--- src/design/bgauge_pkg.sv ---
package bgauge_pkg;

   localparam int ADC_W      = 12;
   localparam int REF_W      = 13;
   localparam int LOAD_W     = 30;
   localparam int CAP_W      = 40;
   localparam int PCT_W      = 14;
   localparam int IDX_W      = 6;
   localparam int V_W        = 17;
   localparam int NUM_W      = 50;
   localparam int DIV_DW     = 56;
   localparam int DIV_SW     = 40;
   localparam int CSR_AW     = 5;
   localparam int CSR_DW     = 64;

   localparam int TOP_POINT  = 42300;
   localparam int POINT_STEP = 100;
   localparam int SCALE_MUL  = 17050;
   localparam int SCALE_DIV  = 1100;
   localparam int SCALE_SH   = 12;
   localparam int PCT_FULL   = 10000;
   localparam int SEG_GAIN   = 9;

   // divide by 1100 as a shift by two and a reciprocal multiply for 275
   localparam int Y_W        = 26;
   localparam int RECIP_MUL  = 124944504;
   localparam int RECIP_SH   = 35;

   localparam logic [REF_W-1:0]  REF_RESET  = REF_W'(3300);
   localparam logic [LOAD_W-1:0] LOAD_RESET = LOAD_W'(10000);
   localparam logic [CAP_W-1:0]  CAP_RESET  = CAP_W'(1000000);

   typedef enum logic [1:0] {
      CSR_REF  = 2'd0,
      CSR_LOAD = 2'd1,
      CSR_CAP  = 2'd2,
      CSR_NONE = 2'd3
   } csr_idx_type;

   typedef enum logic [3:0] {
      OP_NONE,
      OP_LOAD,
      OP_SCALE,
      OP_VSAVE,
      OP_SEG_SQ,
      OP_SEG_ACC,
      OP_EDIV,
      OP_PMUL,
      OP_PDIV,
      OP_OUT
   } dp_op_type;

   typedef enum logic [3:0] {
      ST_IDLE,
      ST_SCALE,
      ST_VDIV,
      ST_BRANCH,
      ST_SQ,
      ST_ACC,
      ST_EDIV,
      ST_EWAIT,
      ST_PDIV,
      ST_PWAIT,
      ST_RESULT
   } ctrl_state_type;

   typedef struct packed {
      dp_op_type          op;
      logic [IDX_W-1:0]   seg_idx;
   } dp_cmd_type;

   typedef struct packed {
      logic div_done;
      logic above;
      logic hit;
      logic out_free;
   } dp_status_type;

endpackage

--- src/design/bgauge_ifs.sv ---
interface bgauge_req_if import bgauge_pkg::*; ();
   logic             valid;
   logic             ready;
   logic [ADC_W-1:0] adc_sample;
   modport source (output valid, output adc_sample, input ready);
   modport sink   (input valid, input adc_sample, output ready);
endinterface

interface bgauge_rsp_if import bgauge_pkg::*; ();
   logic             valid;
   logic             ready;
   logic [PCT_W-1:0] percent_centi;
   logic             above_table;
   logic             below_table;
   logic             saturated;
   modport source (output valid, output percent_centi, output above_table,
                   output below_table, output saturated, input ready);
   modport sink   (input valid, input percent_centi, input above_table,
                   input below_table, input saturated, output ready);
endinterface

--- src/design/bgauge_div.sv ---
module bgauge_div import bgauge_pkg::*; (
   input  logic              clock,
   input  logic              reset,
   input  logic              start,
   input  logic [DIV_DW-1:0] dividend,
   input  logic [DIV_SW-1:0] divisor,
   output logic              done,
   output logic [DIV_DW-1:0] quotient
);

   localparam int CNT_W = $clog2(DIV_DW);

   logic [DIV_SW-1:0] rem_ff, rem_in;
   logic [DIV_DW-1:0] quo_ff, quo_in;
   logic [DIV_SW-1:0] dsr_ff, dsr_in;
   logic [CNT_W-1:0]  cnt_ff, cnt_in;
   logic              busy_ff, busy_in;
   logic              done_ff, done_in;
   logic [DIV_SW:0]   trial;
   logic              fits;

   // one quotient bit per cycle, restoring
   assign trial = {rem_ff, quo_ff[DIV_DW-1]};
   assign fits  = trial >= {1'b0, dsr_ff};

   always_comb begin
      rem_in  = rem_ff;
      quo_in  = quo_ff;
      dsr_in  = dsr_ff;
      cnt_in  = cnt_ff;
      busy_in = busy_ff;
      done_in = 1'b0;
      if (start) begin
         rem_in  = '0;
         quo_in  = dividend;
         dsr_in  = divisor;
         cnt_in  = '0;
         busy_in = 1'b1;
      end else if (busy_ff) begin
         rem_in = fits ? DIV_SW'(trial - {1'b0, dsr_ff}) : trial[DIV_SW-1:0];
         quo_in = {quo_ff[DIV_DW-2:0], fits};
         cnt_in = cnt_ff + CNT_W'(1);
         if (cnt_ff == CNT_W'(DIV_DW-1)) begin
            busy_in = 1'b0;
            done_in = 1'b1;
         end
      end
   end

   always_ff @(posedge clock) begin
      rem_ff <= rem_in;
      quo_ff <= quo_in;
      dsr_ff <= dsr_in;
      cnt_ff <= cnt_in;
      if (reset) begin
         busy_ff <= 1'b0;
         done_ff <= 1'b0;
      end else begin
         busy_ff <= busy_in;
         done_ff <= done_in;
      end
   end

   assign done     = done_ff;
   assign quotient = quo_ff;

endmodule

--- src/design/bgauge_ctrl.sv ---
module bgauge_ctrl import bgauge_pkg::*; #(
   parameter int TABLE_POINTS = 20
) (
   input  logic          clock,
   input  logic          reset,
   input  logic          req_valid,
   output logic          req_ready,
   input  dp_status_type status,
   output dp_cmd_type    cmd
);

   localparam int IW = (TABLE_POINTS > 2) ? $clog2(TABLE_POINTS) : 1;

   ctrl_state_type state_ff, state_in;
   logic [IW-1:0]  idx_ff, idx_in;
   logic           last_seg;

   assign last_seg = (idx_ff == IW'(TABLE_POINTS - 2));

   always_comb begin
      state_in = state_ff;
      unique case (state_ff)
         ST_IDLE:   if (req_valid) state_in = ST_SCALE;
         ST_SCALE:  state_in = ST_VDIV;
         ST_VDIV:   state_in = ST_BRANCH;
         ST_BRANCH: state_in = status.above ? ST_RESULT : ST_SQ;
         ST_SQ:     state_in = ST_ACC;
         ST_ACC:    state_in = (status.hit || last_seg) ? ST_EDIV : ST_SQ;
         ST_EDIV:   state_in = ST_EWAIT;
         ST_EWAIT:  if (status.div_done) state_in = ST_PDIV;
         ST_PDIV:   state_in = ST_PWAIT;
         ST_PWAIT:  if (status.div_done) state_in = ST_RESULT;
         ST_RESULT: if (status.out_free) state_in = ST_IDLE;
         default:   state_in = ST_IDLE;
      endcase
   end

   always_comb begin
      cmd.op      = OP_NONE;
      cmd.seg_idx = IDX_W'(idx_ff);
      req_ready   = 1'b0;
      unique case (state_ff)
         ST_IDLE: begin
            req_ready = 1'b1;
            if (req_valid) cmd.op = OP_LOAD;
         end
         ST_SCALE:  cmd.op = OP_SCALE;
         ST_VDIV:   cmd.op = OP_VSAVE;
         ST_SQ:     cmd.op = OP_SEG_SQ;
         ST_ACC:    cmd.op = OP_SEG_ACC;
         ST_EDIV:   cmd.op = OP_EDIV;
         ST_EWAIT:  if (status.div_done) cmd.op = OP_PMUL;
         ST_PDIV:   cmd.op = OP_PDIV;
         ST_RESULT: if (status.out_free) cmd.op = OP_OUT;
         default:   cmd.op = OP_NONE;
      endcase
   end

   always_comb begin
      idx_in = idx_ff;
      if (state_ff == ST_BRANCH) idx_in = '0;
      else if (state_ff == ST_ACC) idx_in = idx_ff + IW'(1);
   end

   always_ff @(posedge clock) begin
      if (reset) begin
         state_ff <= ST_IDLE;
         idx_ff   <= '0;
      end else begin
         state_ff <= state_in;
         idx_ff   <= idx_in;
      end
   end

endmodule

--- src/design/bgauge_dp.sv ---
module bgauge_dp import bgauge_pkg::*; (
   input  logic              clock,
   input  logic              reset,
   input  dp_cmd_type        cmd,
   output dp_status_type     status,
   input  logic [ADC_W-1:0]  adc_sample,
   input  logic [REF_W-1:0]  ref_mv,
   input  logic [LOAD_W-1:0] load_mohm,
   input  logic [CAP_W-1:0]  cap_mj,
   output logic              rsp_valid,
   input  logic              rsp_ready,
   output logic [PCT_W-1:0]  percent_centi,
   output logic              above_table,
   output logic              below_table,
   output logic              saturated
);

   logic [ADC_W+REF_W-1:0] p1_ff, p1_in;
   logic [Y_W-1:0]         y_ff, y_in;
   logic [LOAD_W+6:0]      r100_ff, r100_in;
   logic [CAP_W-1:0]       cap_ff, cap_in;
   logic [V_W-1:0]         v_ff, v_in;
   logic                   above_ff, above_in;
   logic [35:0]            sq_ff, sq_in;
   logic [9:0]             d9_ff, d9_in;
   logic                   hit_ff, hit_in;
   logic [NUM_W-1:0]       num_ff, num_in;
   logic                   below_ff, below_in;
   logic                   sat_ff, sat_in;
   logic [CAP_W+13:0]      prod2_ff, prod2_in;
   logic                   valid_ff, valid_in;
   logic [PCT_W-1:0]       pct_ff, pct_in;
   logic                   oabove_ff, oabove_in, obelow_ff, obelow_in, osat_ff, osat_in;

   logic              div_start, div_done;
   logic [DIV_DW-1:0] div_dividend, div_q;
   logic [DIV_SW-1:0] div_divisor;
   logic [39:0]       scaled;
   logic [Y_W+26:0]   vprod;
   logic [V_W-1:0]    hi, lo;
   logic              in_seg;
   logic [17:0]       s;
   logic [6:0]        d;
   logic              e_gt_cap;
   logic [CAP_W-1:0]  diff;

   bgauge_div u_div (
      .clock    (clock),
      .reset    (reset),
      .start    (div_start),
      .dividend (div_dividend),
      .divisor  (div_divisor),
      .done     (div_done),
      .quotient (div_q)
   );

   assign scaled = 40'(p1_ff) * 40'(SCALE_MUL);
   assign vprod  = (Y_W+27)'(y_ff) * (Y_W+27)'(RECIP_MUL);

   // table segment bounds for the current walk position
   assign hi     = V_W'(TOP_POINT) - V_W'(cmd.seg_idx) * V_W'(POINT_STEP);
   assign lo     = hi - V_W'(POINT_STEP);
   assign in_seg = (v_ff <= hi) && (v_ff >= lo);
   assign s      = 18'(hi) + 18'(in_seg ? v_ff : lo);
   assign d      = in_seg ? 7'(hi - v_ff) : 7'(POINT_STEP);

   assign e_gt_cap = div_q > DIV_DW'(cap_ff);
   assign diff     = e_gt_cap ? '0 : cap_ff - div_q[CAP_W-1:0];

   always_comb begin
      div_start    = 1'b0;
      div_dividend = DIV_DW'(num_ff);
      div_divisor  = DIV_SW'(r100_ff);
      unique case (cmd.op)
         OP_EDIV: begin
            div_start    = 1'b1;
            div_dividend = DIV_DW'(num_ff);
            div_divisor  = DIV_SW'(r100_ff);
         end
         OP_PDIV: begin
            div_start    = 1'b1;
            div_dividend = DIV_DW'(prod2_ff);
            div_divisor  = cap_ff;
         end
         default: div_start = 1'b0;
      endcase
   end

   always_comb begin
      p1_in     = p1_ff;
      y_in      = y_ff;
      r100_in   = r100_ff;
      cap_in    = cap_ff;
      v_in      = v_ff;
      above_in  = above_ff;
      sq_in     = sq_ff;
      d9_in     = d9_ff;
      hit_in    = hit_ff;
      num_in    = num_ff;
      below_in  = below_ff;
      sat_in    = sat_ff;
      prod2_in  = prod2_ff;
      pct_in    = pct_ff;
      oabove_in = oabove_ff;
      obelow_in = obelow_ff;
      osat_in   = osat_ff;
      valid_in  = rsp_ready ? 1'b0 : valid_ff;
      unique case (cmd.op)
         OP_LOAD: begin
            p1_in    = (ADC_W+REF_W)'(adc_sample) * (ADC_W+REF_W)'(ref_mv);
            r100_in  = (LOAD_W+7)'(load_mohm == '0 ? LOAD_W'(1) : load_mohm)
                       * (LOAD_W+7)'(POINT_STEP);
            cap_in   = (cap_mj == '0) ? CAP_W'(1) : cap_mj;
            num_in   = '0;
            below_in = 1'b0;
            sat_in   = 1'b0;
            hit_in   = 1'b0;
         end
         OP_SCALE: begin
            // drop the 4096 and the factor 4 of 1100 in one shift
            y_in = scaled[39:SCALE_SH+2];
         end
         OP_VSAVE: begin
            v_in     = vprod[RECIP_SH+V_W-1:RECIP_SH];
            above_in = vprod[RECIP_SH+V_W-1:RECIP_SH] > V_W'(TOP_POINT);
         end
         OP_SEG_SQ: begin
            sq_in  = 36'(s) * 36'(s);
            d9_in  = 10'(d) * 10'(SEG_GAIN);
            hit_in = in_seg;
         end
         OP_SEG_ACC: begin
            num_in   = num_ff + NUM_W'(46'(sq_ff) * 46'(d9_ff));
            below_in = !hit_ff;
         end
         OP_PMUL: begin
            sat_in   = e_gt_cap;
            prod2_in = (CAP_W+14)'(diff) * (CAP_W+14)'(PCT_FULL);
         end
         OP_OUT: begin
            valid_in  = 1'b1;
            pct_in    = above_ff ? PCT_W'(PCT_FULL) : div_q[PCT_W-1:0];
            oabove_in = above_ff;
            obelow_in = below_ff;
            osat_in   = sat_ff;
         end
         default: valid_in = rsp_ready ? 1'b0 : valid_ff;
      endcase
   end

   always_ff @(posedge clock) begin
      p1_ff     <= p1_in;
      y_ff      <= y_in;
      r100_ff   <= r100_in;
      cap_ff    <= cap_in;
      v_ff      <= v_in;
      above_ff  <= above_in;
      sq_ff     <= sq_in;
      d9_ff     <= d9_in;
      hit_ff    <= hit_in;
      num_ff    <= num_in;
      below_ff  <= below_in;
      sat_ff    <= sat_in;
      prod2_ff  <= prod2_in;
      pct_ff    <= pct_in;
      oabove_ff <= oabove_in;
      obelow_ff <= obelow_in;
      osat_ff   <= osat_in;
      if (reset) valid_ff <= 1'b0;
      else       valid_ff <= valid_in;
   end

   assign status.div_done = div_done;
   assign status.above    = above_ff;
   assign status.hit      = hit_ff;
   assign status.out_free = !valid_ff || rsp_ready;

   assign rsp_valid     = valid_ff;
   assign percent_centi = pct_ff;
   assign above_table   = oabove_ff;
   assign below_table   = obelow_ff;
   assign saturated     = osat_ff;

endmodule

--- src/design/battery_energy_gauge_core.sv ---
// Battery charge gauge: each item carries one 12-bit ADC sample and yields one
// result with remaining charge in 0.01 % units plus above/below/saturated flags.
// The sample is scaled to battery voltage with three multiplies (the divide by
// 1100 is a reciprocal multiply), then the voltage table is walked from its top
// one segment at a time, summing segment energy, which is divided by load*100
// and turned into a percentage of capacity. These two divisions run on one
// shared radix-2 divider. An item above the table skips the walk and both
// divisions; otherwise at most TABLE_POINTS-1 segments are walked. A finished
// result sits in an output register, so the next item is taken while it waits.
// Registers at byte addresses 0x00 reference mV, 0x08 load milliohms, 0x10
// capacity mJ.
module battery_energy_gauge_core import bgauge_pkg::*; #(
   parameter int TABLE_POINTS = 20
) (
   input  logic              clock,
   input  logic              reset,
   bgauge_req_if.sink        req_bus,
   bgauge_rsp_if.source      rsp_bus,
   input  logic              csr_psel,
   input  logic              csr_penable,
   input  logic              csr_pwrite,
   input  logic [CSR_AW-1:0] csr_paddr,
   input  logic [CSR_DW-1:0] csr_pwdata,
   output logic [CSR_DW-1:0] csr_prdata,
   output logic              csr_pready
);

   logic [REF_W-1:0]  ref_ff, ref_in;
   logic [LOAD_W-1:0] load_ff, load_in;
   logic [CAP_W-1:0]  cap_ff, cap_in;
   csr_idx_type       csr_idx;
   logic              csr_wr;
   dp_cmd_type        cmd;
   dp_status_type     status;

   assign csr_pready = 1'b1;
   assign csr_idx    = csr_idx_type'(csr_paddr[4:3]);
   assign csr_wr     = csr_psel && csr_penable && csr_pwrite;

   always_comb begin
      ref_in  = ref_ff;
      load_in = load_ff;
      cap_in  = cap_ff;
      if (csr_wr) begin
         unique case (csr_idx)
            CSR_REF:  ref_in  = csr_pwdata[REF_W-1:0];
            CSR_LOAD: load_in = csr_pwdata[LOAD_W-1:0];
            CSR_CAP:  cap_in  = csr_pwdata[CAP_W-1:0];
            default:  ref_in  = ref_ff;
         endcase
      end
   end

   always_comb begin
      unique case (csr_idx)
         CSR_REF:  csr_prdata = CSR_DW'(ref_ff);
         CSR_LOAD: csr_prdata = CSR_DW'(load_ff);
         CSR_CAP:  csr_prdata = CSR_DW'(cap_ff);
         default:  csr_prdata = '0;
      endcase
   end

   always_ff @(posedge clock) begin
      if (reset) begin
         ref_ff  <= REF_RESET;
         load_ff <= LOAD_RESET;
         cap_ff  <= CAP_RESET;
      end else begin
         ref_ff  <= ref_in;
         load_ff <= load_in;
         cap_ff  <= cap_in;
      end
   end

   bgauge_ctrl #(.TABLE_POINTS(TABLE_POINTS)) u_ctrl (
      .clock     (clock),
      .reset     (reset),
      .req_valid (req_bus.valid),
      .req_ready (req_bus.ready),
      .status    (status),
      .cmd       (cmd)
   );

   bgauge_dp u_dp (
      .clock         (clock),
      .reset         (reset),
      .cmd           (cmd),
      .status        (status),
      .adc_sample    (req_bus.adc_sample),
      .ref_mv        (ref_ff),
      .load_mohm     (load_ff),
      .cap_mj        (cap_ff),
      .rsp_valid     (rsp_bus.valid),
      .rsp_ready     (rsp_bus.ready),
      .percent_centi (rsp_bus.percent_centi),
      .above_table   (rsp_bus.above_table),
      .below_table   (rsp_bus.below_table),
      .saturated     (rsp_bus.saturated)
   );

   a_busy_after_accept: assert property (@(posedge clock) disable iff (reset)
      req_bus.valid && req_bus.ready |=> !req_bus.ready)
      else $error("gauge took a second item while busy");

   a_above_full: assert property (@(posedge clock) disable iff (reset)
      rsp_bus.valid && rsp_bus.above_table |->
         rsp_bus.percent_centi == PCT_W'(PCT_FULL) && !rsp_bus.below_table
         && !rsp_bus.saturated)
      else $error("above-table result not forced to full");

   a_sat_zero: assert property (@(posedge clock) disable iff (reset)
      rsp_bus.valid && rsp_bus.saturated |-> rsp_bus.percent_centi == '0)
      else $error("saturated result not zero");

   a_pct_range: assert property (@(posedge clock) disable iff (reset)
      rsp_bus.valid |-> rsp_bus.percent_centi <= PCT_W'(PCT_FULL))
      else $error("percent out of range");

endmodule
--- src/flat_wrapper.sv ---
// flat-port wrapper written by rule: the top's interface ports become plain ports
module battery_energy_gauge_core_flat import bgauge_pkg::*;
#(
   parameter int TABLE_POINTS = 20
)
  (clock, reset, csr_psel, csr_penable, csr_pwrite, csr_paddr, csr_pwdata, csr_prdata, csr_pready, req_bus_valid, req_bus_adc_sample, req_bus_ready, rsp_bus_valid, rsp_bus_percent_centi, rsp_bus_above_table, rsp_bus_below_table, rsp_bus_saturated, rsp_bus_ready);
  bgauge_req_if req_bus_i ();
  bgauge_rsp_if rsp_bus_i ();
  input  logic clock;
  input  logic reset;
  input  logic csr_psel;
  input  logic csr_penable;
  input  logic csr_pwrite;
  input  logic [CSR_AW-1:0] csr_paddr;
  input  logic [CSR_DW-1:0] csr_pwdata;
  output logic [CSR_DW-1:0] csr_prdata;
  output logic csr_pready;
  input wire logic [$bits(req_bus_i.valid)-1:0] req_bus_valid;
  input wire logic [$bits(req_bus_i.adc_sample)-1:0] req_bus_adc_sample;
  output wire logic [$bits(req_bus_i.ready)-1:0] req_bus_ready;
  output wire logic [$bits(rsp_bus_i.valid)-1:0] rsp_bus_valid;
  output wire logic [$bits(rsp_bus_i.percent_centi)-1:0] rsp_bus_percent_centi;
  output wire logic [$bits(rsp_bus_i.above_table)-1:0] rsp_bus_above_table;
  output wire logic [$bits(rsp_bus_i.below_table)-1:0] rsp_bus_below_table;
  output wire logic [$bits(rsp_bus_i.saturated)-1:0] rsp_bus_saturated;
  input wire logic [$bits(rsp_bus_i.ready)-1:0] rsp_bus_ready;
  assign req_bus_i.valid = req_bus_valid;
  assign req_bus_i.adc_sample = req_bus_adc_sample;
  assign req_bus_ready = req_bus_i.ready;
  assign rsp_bus_valid = rsp_bus_i.valid;
  assign rsp_bus_percent_centi = rsp_bus_i.percent_centi;
  assign rsp_bus_above_table = rsp_bus_i.above_table;
  assign rsp_bus_below_table = rsp_bus_i.below_table;
  assign rsp_bus_saturated = rsp_bus_i.saturated;
  assign rsp_bus_i.ready = rsp_bus_ready;
  battery_energy_gauge_core #(.TABLE_POINTS(TABLE_POINTS)) u_core (.clock(clock), .reset(reset), .req_bus(req_bus_i), .rsp_bus(rsp_bus_i), .csr_psel(csr_psel), .csr_penable(csr_penable), .csr_pwrite(csr_pwrite), .csr_paddr(csr_paddr), .csr_pwdata(csr_pwdata), .csr_prdata(csr_prdata), .csr_pready(csr_pready));
endmodule
--- config.mk ---
export PLATFORM = sky130hd
export DESIGN_NAME = battery_energy_gauge_core_flat
export DESIGN_NICKNAME = d
export VERILOG_FILES = /design/src/design/bgauge_pkg.sv /design/src/design/bgauge_ifs.sv /design/src/design/bgauge_div.sv /design/src/design/bgauge_ctrl.sv /design/src/design/bgauge_dp.sv /design/src/design/battery_energy_gauge_core.sv /design/src/flat_wrapper.sv
export SDC_FILE = /design/constraint.sdc
export NUM_CORES = 2
export LEC_CHECK = 0
export CAP_MARGIN = 40
export CORE_MARGIN = 4
export CORE_UTILIZATION = 45
export DETAILED_ROUTE_END_ITERATION = 10
export DONT_BUFFER_PORTS = 1
export PLACE_DENSITY = 0.57
export SETUP_SLACK_MARGIN = 0.3
export SYNTH_ARGS = -nofsm -noshare
export SYNTH_HDL_FRONTEND = slang
export SYNTH_SLANG_ARGS = --single-unit
--- constraint.sdc ---
create_clock -name clock -period 16.2 [get_ports clock]
set_input_delay 3.24 -clock clock [delete_from_list [all_inputs] [get_ports clock]]
set_output_delay 3.24 -clock clock [all_outputs]
set_load 0.005 [all_outputs]
After elaboration in Yosys (flattened, before gate mapping)
Cells that the tools add are included.
{ "word_totals": {"ff_bits": 547, "latch_bits": 0, "ramBits": 0, "mem_bits_ro": 0, "inputBits": 88, "out_inout_bits": 84, "word_cells": 138, "memories": 0} }
{ "classes": {"n_addsub": 9, "multipliers": 9, "div_mod_pow": 0, "order_cmp": 5, "n_eq_ne": 27, "shift": 0, "mux": 33, "bitwise": 1, "n_reduce_logical": 23} }
{ "ops": {"columns": ["op", "count"], "rows": [
  ["$pmux W40 S3", 1],
  ["$mux W56", 2],
  ["$pmux W50 S2", 1],
  ["$mux W40", 2],
  ["$sub A40 B40 Y40", 2],
  ["$gt A56 B40 Y1", 1],
  ["$mux W54", 1],
  ["$add A50 B46 Y50", 1],
  ["$mul A40 B10 Y50 const B", 1],
  ["$mul A26 B24 Y49 const B", 1],
  ["$mul A36 B10 Y46", 1],
  ["$pmux W4 S11", 1],
  ["$ge A41 B40 Y1", 1],
  ["$logic_not A40 Y1", 1],
  ["$mul A25 B14 Y39 const B", 1],
  ["$mux W37", 1],
  ["$mul A18 B18 Y36", 1],
  ["$pmux W4 S9", 1],
  ["$mul A30 B5 Y35 const B", 1],
  ["$eq A4 B3 Y1 const B", 8],
  ["$logic_not A30 Y1", 1],
  ["$mux W30", 1],
  ["$mul A12 B13 Y25", 1],
  ["$mux W4", 6],
  ["other kinds (37)", 68]
]} }

Depth between registers and ports, before layout
{ "logic_depth": {"ltp_word": 8, "mapped_depth": 66, "mapped_depth_nobuf": 63} }

By module
From an unflattened synthesis, not the netlist that was laid out.
{ "hier_totals": {"cells_unflattened": 8180, "hier_area_um2": 79271.0} }
{ "by_module_without_submodules": {"columns": ["mod", "instances", "cells_per_inst", "area_per_inst_um2", "seq_area_each_um2"], "rows": [
  ["bgauge_dp", 1, 6885, 66431.2, 9268.9],
  ["bgauge_div", 1, 768, 7993.9, 3843.7],
  ["battery_energy_gauge_core", 1, 439, 4176.5, 1661.6],
  ["bgauge_ctrl", 1, 88, 669.4, 180.2]
]} }

Worst setup path before layout
Ideal clock, no wire load.
{ "synth_timing": {"path_kind": "reg2reg", "startpoint": "register u_core.u_ctrl.idx_ff[0]", "endpoint": "register u_core.u_dp.sq_ff[35], data pin", "setup_time_ns": 0.281, "arrival_time_ns": 12.411, "required_ns": 15.919, "path_slack_ns": 3.508, "stages_incl_launch_ff": 59, "n_path_buf": 3, "period_less_slack_ns": 12.692, "cell_sequence": "dfxtp_1 -> inv_1 -> ha_1 -> inv_1 -> ha_1 -> ha_1 -> inv_1 -> fa_1 -> ha_1 -> nor2_1 -> nor2_1 -> xor2_1 -> inv_1 -> ha_1 -> a21o_1 -> a21o_1 -> a21oi_1 -> nor2b_1 -> [23 not listed] -> fa_1 -> fa_1 -> fa_1 -> inv_1 -> fa_1 -> fa_1 -> inv_1 -> fa_1 -> inv_1 -> ha_1 -> a21o_1 -> a21oi_1 -> nand2_1 -> o311ai_1 -> a21oi_1 -> o21ai_0 -> nor2b_1 -> o311ai_0"} }
{ "synth_between": {"elab_chain_len": 8, "word_cells_on_any_way": 9, "cone_classes": "add/sub: 3; mul: 2; order compare: 2; mux: 1; reduce/logical: 1"} }
{ "synth_lines": {"columns": ["item", "line_no", "source"], "rows": [
  ["start: declaration", "bgauge_ctrl.sv:15", "logic [IW-1:0] idx_ff, idx_in;"],
  ["start signal: assignment", "bgauge_ctrl.sv:71", "idx_ff <= idx_in;"],
  ["$mul A5 B5 Y10 *", "bgauge_dp.sv:61", "assign hi = V_W'(TOP_POINT) - V_W'(cmd.seg_idx) * V_W'(POINT_STEP);"],
  ["$sub A16 B12 Y17 *", "bgauge_dp.sv:61", null],
  ["named net u_core.u_dp.hi[2]", "bgauge_dp.sv:40", "logic [V_W-1:0] hi, lo;"],
  ["$sub A17 B7 Y17", "bgauge_dp.sv:62", "assign lo = hi - V_W'(POINT_STEP);"],
  ["$ge A17 B17 Y1", "bgauge_dp.sv:63", "assign in_seg = (v_ff <= hi) && (v_ff >= lo);"],
  ["$logic_and A1 B1 Y1", "bgauge_dp.sv:63", null],
  ["$mux W17", "bgauge_dp.sv:64", "assign s = 18'(hi) + 18'(in_seg ? v_ff : lo);"],
  ["$add A17 B17 Y18 *", "bgauge_dp.sv:64", null],
  ["$mul A18 B18 Y36 *", "bgauge_dp.sv:128", "sq_in = 36'(s) * 36'(s);"],
  ["end signal: assignment", "bgauge_dp.sv:158", "sq_ff <= sq_in;"],
  ["end: declaration", "bgauge_dp.sv:24", "logic [35:0] sq_ff, sq_in;"]
]} }
Mark *: on every way through the listed nets, which the timed path passes. The rest lies on a longest branch.
A chain may end at the register's enable or synchronous reset.

Worst setup path in the final report
Ends and elaborated chain as after synthesis.

==> results.tsv <==
metric	value	unit
gr-total-overflow	0	
synth_seq_cells	545	
antenna_left	0	
status	finished clean	
setup-tns-final	0	ns
vias	53700	
arrival	14.73	ns
synth_top_flop_cell	edfxtp_1	
synthesis.instances	8206	
cts.clk_slew.worst_paths	0.06	ns
place.port_buffers	0	
grt_pass1_vias	56700	
grt_pass1_wl	305	mm
netlist_area	77900	sq um
required	16.56	ns
crit_type	reg2reg	
dr.pass1.iters	5	
finalCritPeriodShare	0.887	
grt.total_usage	0.209	
ctsResizeCount	0	
clk_path_buf_depth	3	
pre_cts_ws	1.82	ns
h-tree-depth	3	
fill_cells	16400	
path_max_fanout	33	
multi_input_area	55300	sq um
drive_gt1_frac	0.0328	
clk_latency	0.69	ns
ys_async_sr_fraction	0	
finalSetupViolations	0	
fin_ws	1.83	ns
crit_path_top_delay_cell	a31o_2	
antenna_found_initial	3	
fin_nets	10300	
worst_pin_slew	0.831	ns
setup.worst_path.end_class	flip-flop	
critical_path_buf_inv_count	9	
drc_errors	0	
num_rows	152	
ys_warn_count	0	
drt_iter0_markers	2695	
seqCellArea	15000	sq um
via_per_inst	5.14	
avgSynthCellArea	9.49	sq um
slowest_delay	0.61	ns
grt_max_degree	92	
io_pins	172	
synthToLayoutAreaGrowth	6.02	%
cts_setup_buffers	0	
synth_edf_count	404	
clkSinkCount	545	
hold_path.class	reg2reg	
finClkSkew	0.0616	ns
postCtsHoldBufs	0	
cts_root_buffer	clkbuf_16	
start_util	0.453	
gp_congestion	0.875	
fin_crit	14.37	ns
cts_tree	done	
die-area	180000	sq um
wl	183	mm
die_h	424	microns
ys_seq_area_frac	0.192	
cap_violations	0	
r2r_slack	1.83	ns
slew_viol_final	0	
crit_family	adder cells	
dp_hpwl	153	mm
rsz0062_at_grt	false	
relSlewSlack	0.445	
wl_per_cell	17.5	microns
cts_buffers	70	
die-width	424	microns
synth_cell_types	93	
core	172000	sq um
cp-start-kind	flip-flop	
fmax	69.6	MHz
hold_viol_final	0	
[synthesized netlist by cell type (all sizes together), types with 22 or more instances]
library cell / instances / area [sq um]
inv: 1753 / 6580
ha: 1128 / 14100
fa: 1053 / 21100
nand2: 821 / 3080
edfxtp: 404 / 12100
a21oi: 366 / 1840
nor2: 290 / 1090
and2: 283 / 1770
clkbuf: 275 / 1030
o21ai: 269 / 1350
xnor2: 199 / 1740
a21o: 151 / 1130
dfxtp: 141 / 2820
mux2i: 104 / 1040
xor2: 100 / 876
nor3: 78 / 390
nand3: 73 / 365
nand2b: 55 / 344
nor2b: 54 / 338
o21bai: 50 / 375
nand4: 46 / 288
buf: 39 / 267
mux2: 39 / 439
o21a: 38 / 287
and3: 33 / 206
a31oi: 30 / 200
nor4: 30 / 188
a211oi: 25 / 208
a22o: 22 / 193
[path summary, 6_finish.rpt]
| path | start | end | cells after the start |
|---|---|---|---|
| hold reg to reg | u_core.u_dp.below_ff$_DFFE_PP_ | u_core.u_dp.below_table$_DFFE_PP_ | 0 |
| setup reg to reg | u_core.u_ctrl.idx_ff[0]$_SDFFE_PP0P_ | u_core.u_dp.sq_ff[35]$_DFFE_PN_ | 56 |
| setup / recovery | u_core.u_ctrl.idx_ff[0]$_SDFFE_PP0P_ | u_core.u_dp.sq_ff[35]$_DFFE_PN_ | 56 |
| hold / removal | u_core.u_dp.below_ff$_DFFE_PP_ | u_core.u_dp.below_table$_DFFE_PP_ | 0 |
[flip-flops by register name (all words and copies together), names as in the netlist, 25 cells and up]
name,count
u_core.u_dp.u_div.dsr_ff,40
u_core.u_dp.num_ff,50
u_core.cap_ff,40
u_core.u_dp.r100_ff,35
u_core.u_dp.y_ff,26
u_core.u_dp.sq_ff,35
u_core.load_ff,30
u_core.u_dp.u_div.quotient,56
u_core.u_dp.u_div.rem_ff,40
u_core.u_dp.prod2_ff,50
u_core.u_dp.cap_ff,40
u_core.u_dp.p1_ff,25
[metrics by stage]
stage | cell area [sq um] | hold WS, ns | utilization | std cells
after global placement | 80100 | 0.411 | 0.466 | 10300
after global routing | 82600 | 0.421 | 0.480 | 10400
after detailed placement | 80200 | 0.408 | 0.467 | 10300
final | 82600 | 0.419 | 0.480 | 10400
after CTS | 82600 | 0.421 | 0.480 | 10400
after floorplan | 78100 | 0.400 | - | 8261
[metal layers]
metal	wire, microns	track usage	vias up
met5	0	0	-
li1	-	-	25900
met4	3730	0.0452	0
met1	84400	0.286	26800
met2	88700	0.361	816
met3	6190	0.0208	160
[cell usage in the layout, fill, tap and decap left out, drive strengths merged, types with 73 or more instances in the layout]
master,n
xnor2,199
nor3,78
nor2,290
clkbuf,86
dfxtp,141
a21oi,366
nand3,73
fa,1053
inv,1760
and2,283
xor2,100
nand2,821
ha,1128
a21o,151
mux2i,104
o21ai,269
edfxtp,404
[logic make-up after synthesis]
group                    share of synthesized area
adder cells (fa/ha/maj)                      0.452
buffers and inverters                        0.101
AND/OR/NAND/NOR                              0.112
AO/OA/AOI/OAI                               0.0905
flip-flops                                   0.192
XOR/XNOR                                    0.0336
multiplexers                                0.0190
other                                    0.0000964
[layout make-up]
type,count,area share
multi-input combinational,5646,0.670
sequential,545,0.181
inverter,1756,0.0799
tap,2310,0.0350
clock buffer,86,0.0226
clock inverter,40,0.00576
timing repair buffer,55,0.00571
antenna,2,0.0000606
Power is not shown: default switching activity piles up to over one toggle a cycle in this logic, so the estimate is an artifact.
